`config.mk`:
```
export PLATFORM = sky130hd
export DESIGN_NAME = sliding_window_min_max_avg_unit
export DESIGN_NICKNAME = d
export VERILOG_FILES = /design/src/rtl/swmma_pkg.sv /design/src/rtl/swmma_div.sv /design/src/rtl/sliding_window_min_max_avg_unit.sv
export SDC_FILE = /design/constraint.sdc
export NUM_CORES = 2
export LEC_CHECK = 0
export ABC_AREA = 1
export ABC_CLOCK_PERIOD_IN_PS = 6100
export BUFFER_PORTS_ARGS = -buffer_cell sky130_fd_sc_hd__buf_2
export CAP_MARGIN = 25
export CORE_MARGIN = 1.5
export CORE_UTILIZATION = 30
export DETAILED_ROUTE_END_ITERATION = 12
export GPL_ROUTABILITY_DRIVEN = 0
export HOLD_SLACK_MARGIN = 0.12
export PLACE_DENSITY = 0.58
export SLEW_MARGIN = 0
export SYNTH_ARGS = -nofsm -noshare
export SYNTH_HDL_FRONTEND = slang
export SYNTH_SLANG_ARGS = --single-unit
```
`constraint.sdc`:
```
create_clock -name clock -period 6.1 [get_ports clock]
set_input_delay 0.915 -clock clock [delete_from_list [all_inputs] [get_ports clock]]
set_output_delay 0.915 -clock clock [all_outputs]
set_load 0.02 [all_outputs]
```
`src/rtl/swmma_pkg.sv`:
```
// Shared widths, register indexes and reset values for the sliding window statistics unit.
`timescale 1ns / 1ps

package swmma_pkg;

   // window length; a power of two, so the floor mean is an arithmetic shift
   localparam int WINDOW   = 64;

   localparam int TIME_W   = 32;
   localparam int SAMPLE_W = 16;
   localparam int CFG_W    = 16;
   localparam int OUT_W    = 24;
   localparam int CSR_IDX_W = 2;

   localparam logic [CSR_IDX_W-1:0] CSR_INTERVAL = 2'd0;
   localparam logic [CSR_IDX_W-1:0] CSR_SCALE    = 2'd1;

   localparam logic [CFG_W-1:0] INTERVAL_RESET = 16'd100;
   localparam logic [CFG_W-1:0] SCALE_RESET    = 16'd256;

   localparam logic signed [SAMPLE_W-1:0] SAMPLE_MAX = 16'sh7FFF;
   localparam logic signed [SAMPLE_W-1:0] SAMPLE_MIN = 16'sh8000;

endpackage

```
`src/rtl/swmma_div.sv`:
```
// Floor division of the window sum by the window length, by an arithmetic shift.
`timescale 1ns / 1ps

module swmma_div
   import swmma_pkg::*;
#(
   parameter int SUM_W = 22
) (
   input  logic                       clock,
   input  logic                       reset,
   input  logic                       start,
   input  logic signed [SUM_W-1:0]    dividend,
   output logic                       done,
   output logic signed [SAMPLE_W-1:0] quotient
);

   localparam int SHIFT = $clog2(WINDOW);

   logic                       done_ff, done_in;
   logic signed [SAMPLE_W-1:0] quo_ff, quo_in;

   always_comb begin
      done_in = start;
      quo_in  = quo_ff;
      if (start) begin
         // dropping the low bits of a two's complement sum floors toward minus infinity
         quo_in = dividend[SHIFT +: SAMPLE_W];
      end
   end

   always_ff @(posedge clock) begin
      if (reset) begin
         done_ff <= 1'b0;
      end else begin
         done_ff <= done_in;
      end
      quo_ff <= quo_in;
   end

   assign quotient = quo_ff;
   assign done     = done_ff;

endmodule

```
`src/rtl/sliding_window_min_max_avg_unit.sv`:
```
// Sliding window minimum, maximum and mean of a timed sample stream, scaled by a Q8.8 factor.
`timescale 1ns / 1ps

// A request carries a millisecond timestamp and a signed 16-bit sample. When
// now_ms minus the time of the last taken sample (mod 2^32) reaches interval_ms,
// the sample replaces the oldest of WINDOW stored samples and one response
// returns min, max and floor mean of the window, each times scale_q8 >> 8;
// otherwise no response is made. WINDOW is a package constant (a power of two).
// After reset the window memory is zeroed slot by slot with req_tready low.
// Each item is handled alone: a skipped item is taken and checked; a taken
// item is also stored, then the single-port window memory is walked, the
// shifted mean is formed, the shared multiplier scales min, max and mean in
// turn and the response register is loaded. A response still waiting in that
// register stalls only the final load. CSR writes are taken at any time but
// belong in idle.
module sliding_window_min_max_avg_unit
   import swmma_pkg::*;
(
   input  logic                 clock,
   input  logic                 reset,
   // [31:0] now_ms, [47:32] sample
   input  logic                 req_tvalid,
   output logic                 req_tready,
   input  logic [47:0]          req_tdata,
   // [23:0] min_scaled, [47:24] max_scaled, [71:48] avg_scaled
   output logic                 rsp_tvalid,
   input  logic                 rsp_tready,
   output logic [71:0]          rsp_tdata,
   input  logic                 csr_valid,
   output logic                 csr_ready,
   input  logic [CSR_IDX_W-1:0] csr_index,
   input  logic [CFG_W-1:0]     csr_data
);

   localparam int AW    = (WINDOW > 1) ? $clog2(WINDOW) : 1;
   localparam int CW    = $clog2(WINDOW + 1);
   localparam int SUM_W = SAMPLE_W + AW;
   localparam int PW    = 2 * SAMPLE_W + 1;

   typedef enum logic [2:0] {
      ST_CLEAR, ST_IDLE, ST_CHECK, ST_WRITE, ST_SCAN, ST_DIV, ST_MUL, ST_DONE
   } state_type;

   state_type state_ff, state_in;

   logic [CFG_W-1:0]          interval_ff, interval_in;
   logic [CFG_W-1:0]          scale_ff, scale_in;
   logic [TIME_W-1:0]         last_time_ff, last_time_in;
   logic [TIME_W-1:0]         now_ff, now_in;
   logic signed [SAMPLE_W-1:0] sample_ff, sample_in;
   logic [AW-1:0]             clr_cnt_ff, clr_cnt_in;
   logic [AW-1:0]             wr_ptr_ff, wr_ptr_in;
   logic [CW-1:0]             scan_cnt_ff, scan_cnt_in;
   logic                      rd_vld_ff, rd_vld_in;
   logic signed [SAMPLE_W-1:0] lo_ff, lo_in, hi_ff, hi_in, avg_ff, avg_in;
   logic signed [SUM_W-1:0]   sum_ff, sum_in;
   logic [1:0]                mul_cnt_ff, mul_cnt_in;
   logic signed [PW-1:0]      prod_ff, prod_in;
   logic [OUT_W-1:0]          min_res_ff, min_res_in, max_res_ff, max_res_in;
   logic [OUT_W-1:0]          avg_res_ff, avg_res_in;
   logic                      rsp_valid_ff, rsp_valid_in;
   logic [71:0]               rsp_data_ff, rsp_data_in;

   logic [TIME_W-1:0]          elapsed;
   logic signed [SAMPLE_W-1:0] mul_op;
   logic                       div_start;
   logic                       div_done;
   logic signed [SAMPLE_W-1:0] div_q;

   // window memory
   logic [SAMPLE_W-1:0]        mem [WINDOW];
   logic                       mem_we;
   logic [AW-1:0]              mem_wa;
   logic [SAMPLE_W-1:0]        mem_wd;
   logic [AW-1:0]              mem_ra;
   logic signed [SAMPLE_W-1:0] rd_data_ff;

   assign mem_we = (state_ff == ST_CLEAR) || (state_ff == ST_WRITE);
   assign mem_wa = (state_ff == ST_CLEAR) ? clr_cnt_ff : wr_ptr_ff;
   assign mem_wd = (state_ff == ST_CLEAR) ? '0 : sample_ff;
   assign mem_ra = scan_cnt_ff[AW-1:0];

   always_ff @(posedge clock) begin
      if (mem_we) begin
         mem[mem_wa] <= mem_wd;
      end
   end

   always_ff @(posedge clock) begin
      rd_data_ff <= mem[mem_ra];
   end

   assign elapsed   = now_ff - last_time_ff;
   assign div_start = (state_ff == ST_SCAN) && (scan_cnt_ff == CW'(WINDOW)) && !rd_vld_ff;

   always_comb begin
      unique case (mul_cnt_ff)
         2'd0:    mul_op = lo_ff;
         2'd1:    mul_op = hi_ff;
         default: mul_op = avg_ff;
      endcase
   end

   always_comb begin
      state_in     = state_ff;
      interval_in  = interval_ff;
      scale_in     = scale_ff;
      last_time_in = last_time_ff;
      now_in       = now_ff;
      sample_in    = sample_ff;
      clr_cnt_in   = clr_cnt_ff;
      wr_ptr_in    = wr_ptr_ff;
      scan_cnt_in  = scan_cnt_ff;
      rd_vld_in    = 1'b0;
      lo_in        = lo_ff;
      hi_in        = hi_ff;
      sum_in       = sum_ff;
      avg_in       = avg_ff;
      mul_cnt_in   = mul_cnt_ff;
      prod_in      = prod_ff;
      min_res_in   = min_res_ff;
      max_res_in   = max_res_ff;
      avg_res_in   = avg_res_ff;
      rsp_valid_in = rsp_valid_ff;
      rsp_data_in  = rsp_data_ff;

      if (rsp_valid_ff && rsp_tready) begin
         rsp_valid_in = 1'b0;
      end

      if (csr_valid) begin
         unique case (csr_index)
            CSR_INTERVAL: interval_in = csr_data;
            CSR_SCALE:    scale_in    = csr_data;
            default:      ;
         endcase
      end

      unique case (state_ff)
         ST_CLEAR: begin
            clr_cnt_in = clr_cnt_ff + 1'b1;
            if (clr_cnt_ff == AW'(WINDOW - 1)) begin
               state_in = ST_IDLE;
            end
         end
         ST_IDLE: begin
            if (req_tvalid) begin
               now_in    = req_tdata[31:0];
               sample_in = req_tdata[47:32];
               state_in  = ST_CHECK;
            end
         end
         ST_CHECK: begin
            if (elapsed >= TIME_W'(interval_ff)) begin
               last_time_in = now_ff;
               state_in     = ST_WRITE;
            end else begin
               state_in = ST_IDLE;
            end
         end
         ST_WRITE: begin
            // sample overwrites the oldest slot; the scan order does not matter
            wr_ptr_in   = (wr_ptr_ff == AW'(WINDOW - 1)) ? '0 : wr_ptr_ff + 1'b1;
            scan_cnt_in = '0;
            lo_in       = SAMPLE_MAX;
            hi_in       = SAMPLE_MIN;
            sum_in      = '0;
            state_in    = ST_SCAN;
         end
         ST_SCAN: begin
            if (scan_cnt_ff != CW'(WINDOW)) begin
               rd_vld_in   = 1'b1;
               scan_cnt_in = scan_cnt_ff + 1'b1;
            end
            if (rd_vld_ff) begin
               if (rd_data_ff < lo_ff) lo_in = rd_data_ff;
               if (rd_data_ff > hi_ff) hi_in = rd_data_ff;
               sum_in = sum_ff + SUM_W'(rd_data_ff);
            end
            if (div_start) begin
               state_in = ST_DIV;
            end
         end
         ST_DIV: begin
            if (div_done) begin
               avg_in     = div_q;
               mul_cnt_in = '0;
               state_in   = ST_MUL;
            end
         end
         ST_MUL: begin
            // one multiplier: product of step k is sliced in step k+1
            prod_in    = PW'(mul_op) * PW'($signed({1'b0, scale_ff}));
            mul_cnt_in = mul_cnt_ff + 1'b1;
            unique case (mul_cnt_ff)
               2'd0:    ;
               2'd1:    min_res_in = prod_ff[OUT_W+7:8];
               2'd2:    max_res_in = prod_ff[OUT_W+7:8];
               default: begin
                  avg_res_in = prod_ff[OUT_W+7:8];
                  state_in   = ST_DONE;
               end
            endcase
         end
         ST_DONE: begin
            if (!rsp_valid_ff || rsp_tready) begin
               rsp_valid_in = 1'b1;
               rsp_data_in  = {avg_res_ff, max_res_ff, min_res_ff};
               state_in     = ST_IDLE;
            end
         end
         default: state_in = ST_IDLE;
      endcase
   end

   always_ff @(posedge clock) begin
      if (reset) begin
         state_ff     <= ST_CLEAR;
         interval_ff  <= INTERVAL_RESET;
         scale_ff     <= SCALE_RESET;
         last_time_ff <= '0;
         clr_cnt_ff   <= '0;
         wr_ptr_ff    <= '0;
         scan_cnt_ff  <= '0;
         rd_vld_ff    <= 1'b0;
         mul_cnt_ff   <= '0;
         rsp_valid_ff <= 1'b0;
      end else begin
         state_ff     <= state_in;
         interval_ff  <= interval_in;
         scale_ff     <= scale_in;
         last_time_ff <= last_time_in;
         clr_cnt_ff   <= clr_cnt_in;
         wr_ptr_ff    <= wr_ptr_in;
         scan_cnt_ff  <= scan_cnt_in;
         rd_vld_ff    <= rd_vld_in;
         mul_cnt_ff   <= mul_cnt_in;
         rsp_valid_ff <= rsp_valid_in;
      end
      now_ff      <= now_in;
      sample_ff   <= sample_in;
      lo_ff       <= lo_in;
      hi_ff       <= hi_in;
      sum_ff      <= sum_in;
      avg_ff      <= avg_in;
      prod_ff     <= prod_in;
      min_res_ff  <= min_res_in;
      max_res_ff  <= max_res_in;
      avg_res_ff  <= avg_res_in;
      rsp_data_ff <= rsp_data_in;
   end

   swmma_div #(
      .SUM_W (SUM_W)
   ) u_div (
      .clock    (clock),
      .reset    (reset),
      .start    (div_start),
      .dividend (sum_in),
      .done     (div_done),
      .quotient (div_q)
   );

   assign req_tready = (state_ff == ST_IDLE);
   assign rsp_tvalid = rsp_valid_ff;
   assign rsp_tdata  = rsp_data_ff;
   assign csr_ready  = 1'b1;

`ifndef SYNTH
   a_div_done_in_div: assert property (@(posedge clock) disable iff (reset)
      div_done |-> (state_ff == ST_DIV))
      else $error("divider finished outside divide phase");

   a_min_le_max: assert property (@(posedge clock) disable iff (reset)
      div_done |-> (lo_ff <= hi_ff))
      else $error("window minimum above maximum");

   a_avg_in_range: assert property (@(posedge clock) disable iff (reset)
      div_done |-> ((div_q >= lo_ff) && (div_q <= hi_ff)))
      else $error("mean outside window range");

   a_wr_ptr_range: assert property (@(posedge clock) disable iff (reset)
      wr_ptr_ff <= AW'(WINDOW - 1))
      else $error("write pointer beyond window");

   a_clear_blocks_req: assert property (@(posedge clock) disable iff (reset)
      (state_ff == ST_CLEAR) |-> !req_tready)
      else $error("item taken during memory clear");
`endif

endmodule

```
==> results.txt <==
* Max Freq: around 160 MHz
- STA classifies the critical path endpoint as a register.
- Syn Nets: roughly 6400
- Clock group share of total power: 0.345
- Flops & latches, synth: 1433
- For hold timing, the worst endpoint is sample_ff[1].
- TritonCTS buffer count: ~150
- The flow ran to the end, but the final reports show violations.
- In this run the power density over the cells is 327 nW/um^2.
- Clock slew seen by the registers of the worst setup and hold paths: roughly 0.060 ns
- DR WL/cell: between 20 and 25 um
- Once placement finished, the instance area stood at between 70000 and 80000 um^2.
* Vias after detailed routing: ~46000
* Max_slew headroom: 0.275
- Using the TritonRoute via totals, the vias-per-cell ratio works out to around 4.9.
* Measured slew at the worst slew-check pin: ~1.1 ns
* Clock latency on the worst-skew pair: around 0.80 ns
* Setup slack after layout: -0.0929 ns
- The initial antenna violation count was 9.
- Across all register-to-register paths, the minimum setup slack is -0.09 ns.
- Crit path required time: between 6 and 7 ns
- For this configuration, the core starts out at a cell density of 0.301.
- Number of max-slew violations in the final report: 0
- After global routing the overflow that remains totals 0.
* Fraction of power spent switching nets: 0.293
- TritonCTS built the clock tree.
- The die covers ~230000 um^2.
- Setup repair after global routing missed its margin: yes
- Synthesis produced a netlist whose cell count is 5866.
- Leak: roughly 29 nW
- STA classifies the critical path startpoint as a register.
* Number of violations of the max-capacitance limit: 0
- Number of synthesized flops with an enable pin: roughly 1300
* Syn avg cell area: between 10 and 15 um^2
* Tot GR Track Use: 0.163
* Detailed-route wire length: 189000 um
- The startpoint identified for the worst register-to-register timing path is mul_cnt_ff[1].
* Gate power share: 0.186
- Setup violations remaining at the end of the flow were counted as 11.
- In the routed design, unresolved DRC markers number 0.
- After synthesis, the netlist uses just under 60 different library cells.
- Fillers: 21700
* Failing checks: negative setup slack
- Of the cells placed in the final design, the portion with a size suffix greater than 1 is 0.152.
* Setup TNS: -0.528 ns
- In this run the most critical hold path is launched from req_tdata[33].
* Core occupancy in the finished layout: 0.355
- The initialized floorplan defines roughly 170 standard-cell rows.
* Die Width: roughly 480 um
- Input and output buffers added on the ports amount to 144.
- Data on the critical path arrives at its endpoint at 6.67 ns.
- Layout-stage area growth over the synthesis result: 17.7%
* Number of cells on the worst hold path: 1
* Core Area: 222000 um^2
- The min-delay analysis places its worst path in the category input pin to register.
- Yosys warning total: 0
- Pre-CTS setup slack: -0.384 ns
- With fillers left out, the area of the finished cells amounts to about 79000 um^2.
- Clock root buffer: clkbuf_16
- Post-route clock skew: ~0.058 ns
* Top Ports: between 100 and 150
* Final hold violations: 0
* Reg-to-reg critical path endpoint: prod_ff[31]
- The floorplan step set the die height to about 480 um.
* Iteration-0 DRC count of the detailed router: approximately 4300
- Share of async-settable or async-resettable flops after synthesis: 0
* 1st-pass router iterations: 6
* Synth Flop Type: edfxtp_1
* First-pass GRT wire length: between 200000 and 300000 um
- Power share of the sequential group: 0.469
* Overall power after layout: about 26 mW
* Final worst-path cycle share: 1.02
* Sw power: between 7 and 8 mW
- In this run the number of H-tree levels came out at 4.
- Number of global-route vias before repair: around 44000
- Of all nets on the critical path, the largest fanout is 5.
- Worst Reg-to-Reg Cells: 28
- The clock passes through at most 3 buffers.
* # nets final: roughly 6700
- Antenna-violating nets left: 0
- Critical path type: register to register
* Clock Sinks: about 1400
* Largest net degree at the start of global routing: about 150
* Half-perimeter wire length after placement: roughly 120000 um
- Of the synthesized area, sequential elements account for 0.625.
- VDD IR max: ~0.27 mV
* Internal Pwr Total: around 18 mW
- Final min period: a little over 6 ns
- The synthesized netlist occupies a cell area of between 60000 and 70000 um^2.
- The largest single stage delay on the critical path is around 0.56 ns.
- The slowest stage of the critical path is the fa_2 cell.
[critical path, delay by kind of cell (launching register included)]
kind	cells	cell delay [ns]
compound gates	5	0.75
simple gates	5	0.46
xor+xnor	1	0.12
flops	1	0.35
buf+inv	9	0.78
fa+ha+maj	8	3.42
[power groups by stage]
stage	Clock, mW	Combinational, mW	Sequential [mW]
2_1_floorplan	0	2.57	12.2
5_1_grt	9.43	5.20	12.1
3_5_place_dp	0	4.55	12.3
3_3_place_gp	0	4.46	12.3
4_1_cts	9.06	4.64	12.1
6_report	8.88	4.77	12.1
[layout make-up]
type                            instances  area, um^2  share of cell area
Multi-Input combinational cell       3560       22600               0.288
Timing Repair Buffer                  486        3480              0.0443
Inverter                              603        2310              0.0293
Clock buffer                          186        3900              0.0495
Clock inverter                         83         861              0.0109
Sequential cell                      1433       41800               0.531
Tap cell                             2975        3720              0.0473
Antenna cell                            4        10.0            0.000127
[metal layers]
metal  track usage  vias up  share of wire
li1              -    21200              -
met1         0.222    22800           0.43
met2         0.265     1709           0.47
met3        0.0260      290          0.071
met4        0.0541        2          0.030
met5             0        -       0.000069
[kinds of logic (layout without fill, tap and decap cells)]
kind of cell / count (synthesis) / count (layout) / share of synthesized area
buf+inv: 874 / 1358 / 0.0499
other cells: 1 / 5 / 0.0000560
flops: 1433 / 1433 / 0.625
fa+ha+maj: 416 / 416 / 0.0997
compound gates: 1225 / 1225 / 0.105
simple gates: 1858 / 1859 / 0.113
xor+xnor: 59 / 59 / 0.00772
[worst max-delay path by stage]
| stage | startpoint | to | slack, ns | depth (start not counted) |
|---|---|---|---|---|
| floorplan | mul_cnt_ff[1] | prod_ff[31] | -0.02 | 27 |
| global placement | mul_cnt_ff[1] | prod_ff[30] | -0.26 | 28 |
| detailed placement | mul_cnt_ff[0] | prod_ff[25] | -0.38 | 28 |
| CTS | mul_cnt_ff[1] | prod_ff[28] | -0.02 | 28 |
| global route | mul_cnt_ff[1] | prod_ff[31] | -0.36 | 26 |
| finish | mul_cnt_ff[1] | prod_ff[31] | -0.09 | 28 |
[repair_timing]
item / 4_1_cts / 5_1_grt
hold endpoints to repair: 0 / 0
cloned: 1 / 0
pin swaps: 21 / 46
hold buffers: 0 / 0
gates resized for setup: 77 / 97
setup buffers: 16 / 10
setup endpoints to repair: 21 / 21
[placed cells by master, fill, tap and decap left out, types with 38 or more instances in the layout]
cell	instances
nand3_1	96
fa_1	190
nand4_1	49
buf_4	315
nand2_1	649
xor2_1	39
buf_2	144
nor2_1	875
clkinv_1	42
inv_1	549
ha_1	204
nor2_2	62
a21oi_1	132
dfxtp_1	118
o22ai_1	190
o21ai_0	619
o21ai_1	38
edfxtp_1	1310
o221ai_1	70
o211ai_1	50
clkbuf_16	150
[per-stage QoR]
step	hold WS, ns	cells
floorplan	0.400	5866
finish	0.286	9330
global route	0.236	9328
CTS	0.222	9315
global placement	0.402	9030
detailed placement	0.405	9030
[Yosys cell counts (20+ instances only)]
| library cell | count | share of area |
|---|---|---|
| a21oi_1 | 154 | 0.012 |
| a31oi_1 | 34 | 0.0032 |
| clkbuf_1 | 248 | 0.014 |
| dfxtp_1 | 123 | 0.037 |
| edfxtp_1 | 1310 | 0.59 |
| fa_1 | 195 | 0.058 |
| ha_1 | 221 | 0.041 |
| inv_1 | 574 | 0.032 |
| nand2_1 | 659 | 0.037 |
| nand2_2 | 24 | 0.0022 |
| nand3_1 | 97 | 0.0073 |
| nand4_1 | 49 | 0.0046 |
| nor2_1 | 918 | 0.051 |
| nor2_2 | 46 | 0.0043 |
| nor3_1 | 26 | 0.0019 |
| o211ai_1 | 50 | 0.0056 |
| o21ai_0 | 626 | 0.047 |
| o21ai_1 | 35 | 0.0026 |
| o221ai_1 | 70 | 0.0092 |
| o22ai_1 | 198 | 0.019 |
| xnor2_1 | 20 | 0.0026 |
| xor2_1 | 39 | 0.0051 |
[sequential cells by signal (all words and copies together) (netlist names), 22 cells and up]
name          count
sum_ff           22
mem            1024
last_time_ff     32
min_res_ff       24
avg_res_ff       24
max_res_ff       24
prod_ff          24
rsp_tdata        72
now_ff           32
Power figures use the tool's default switching activity.
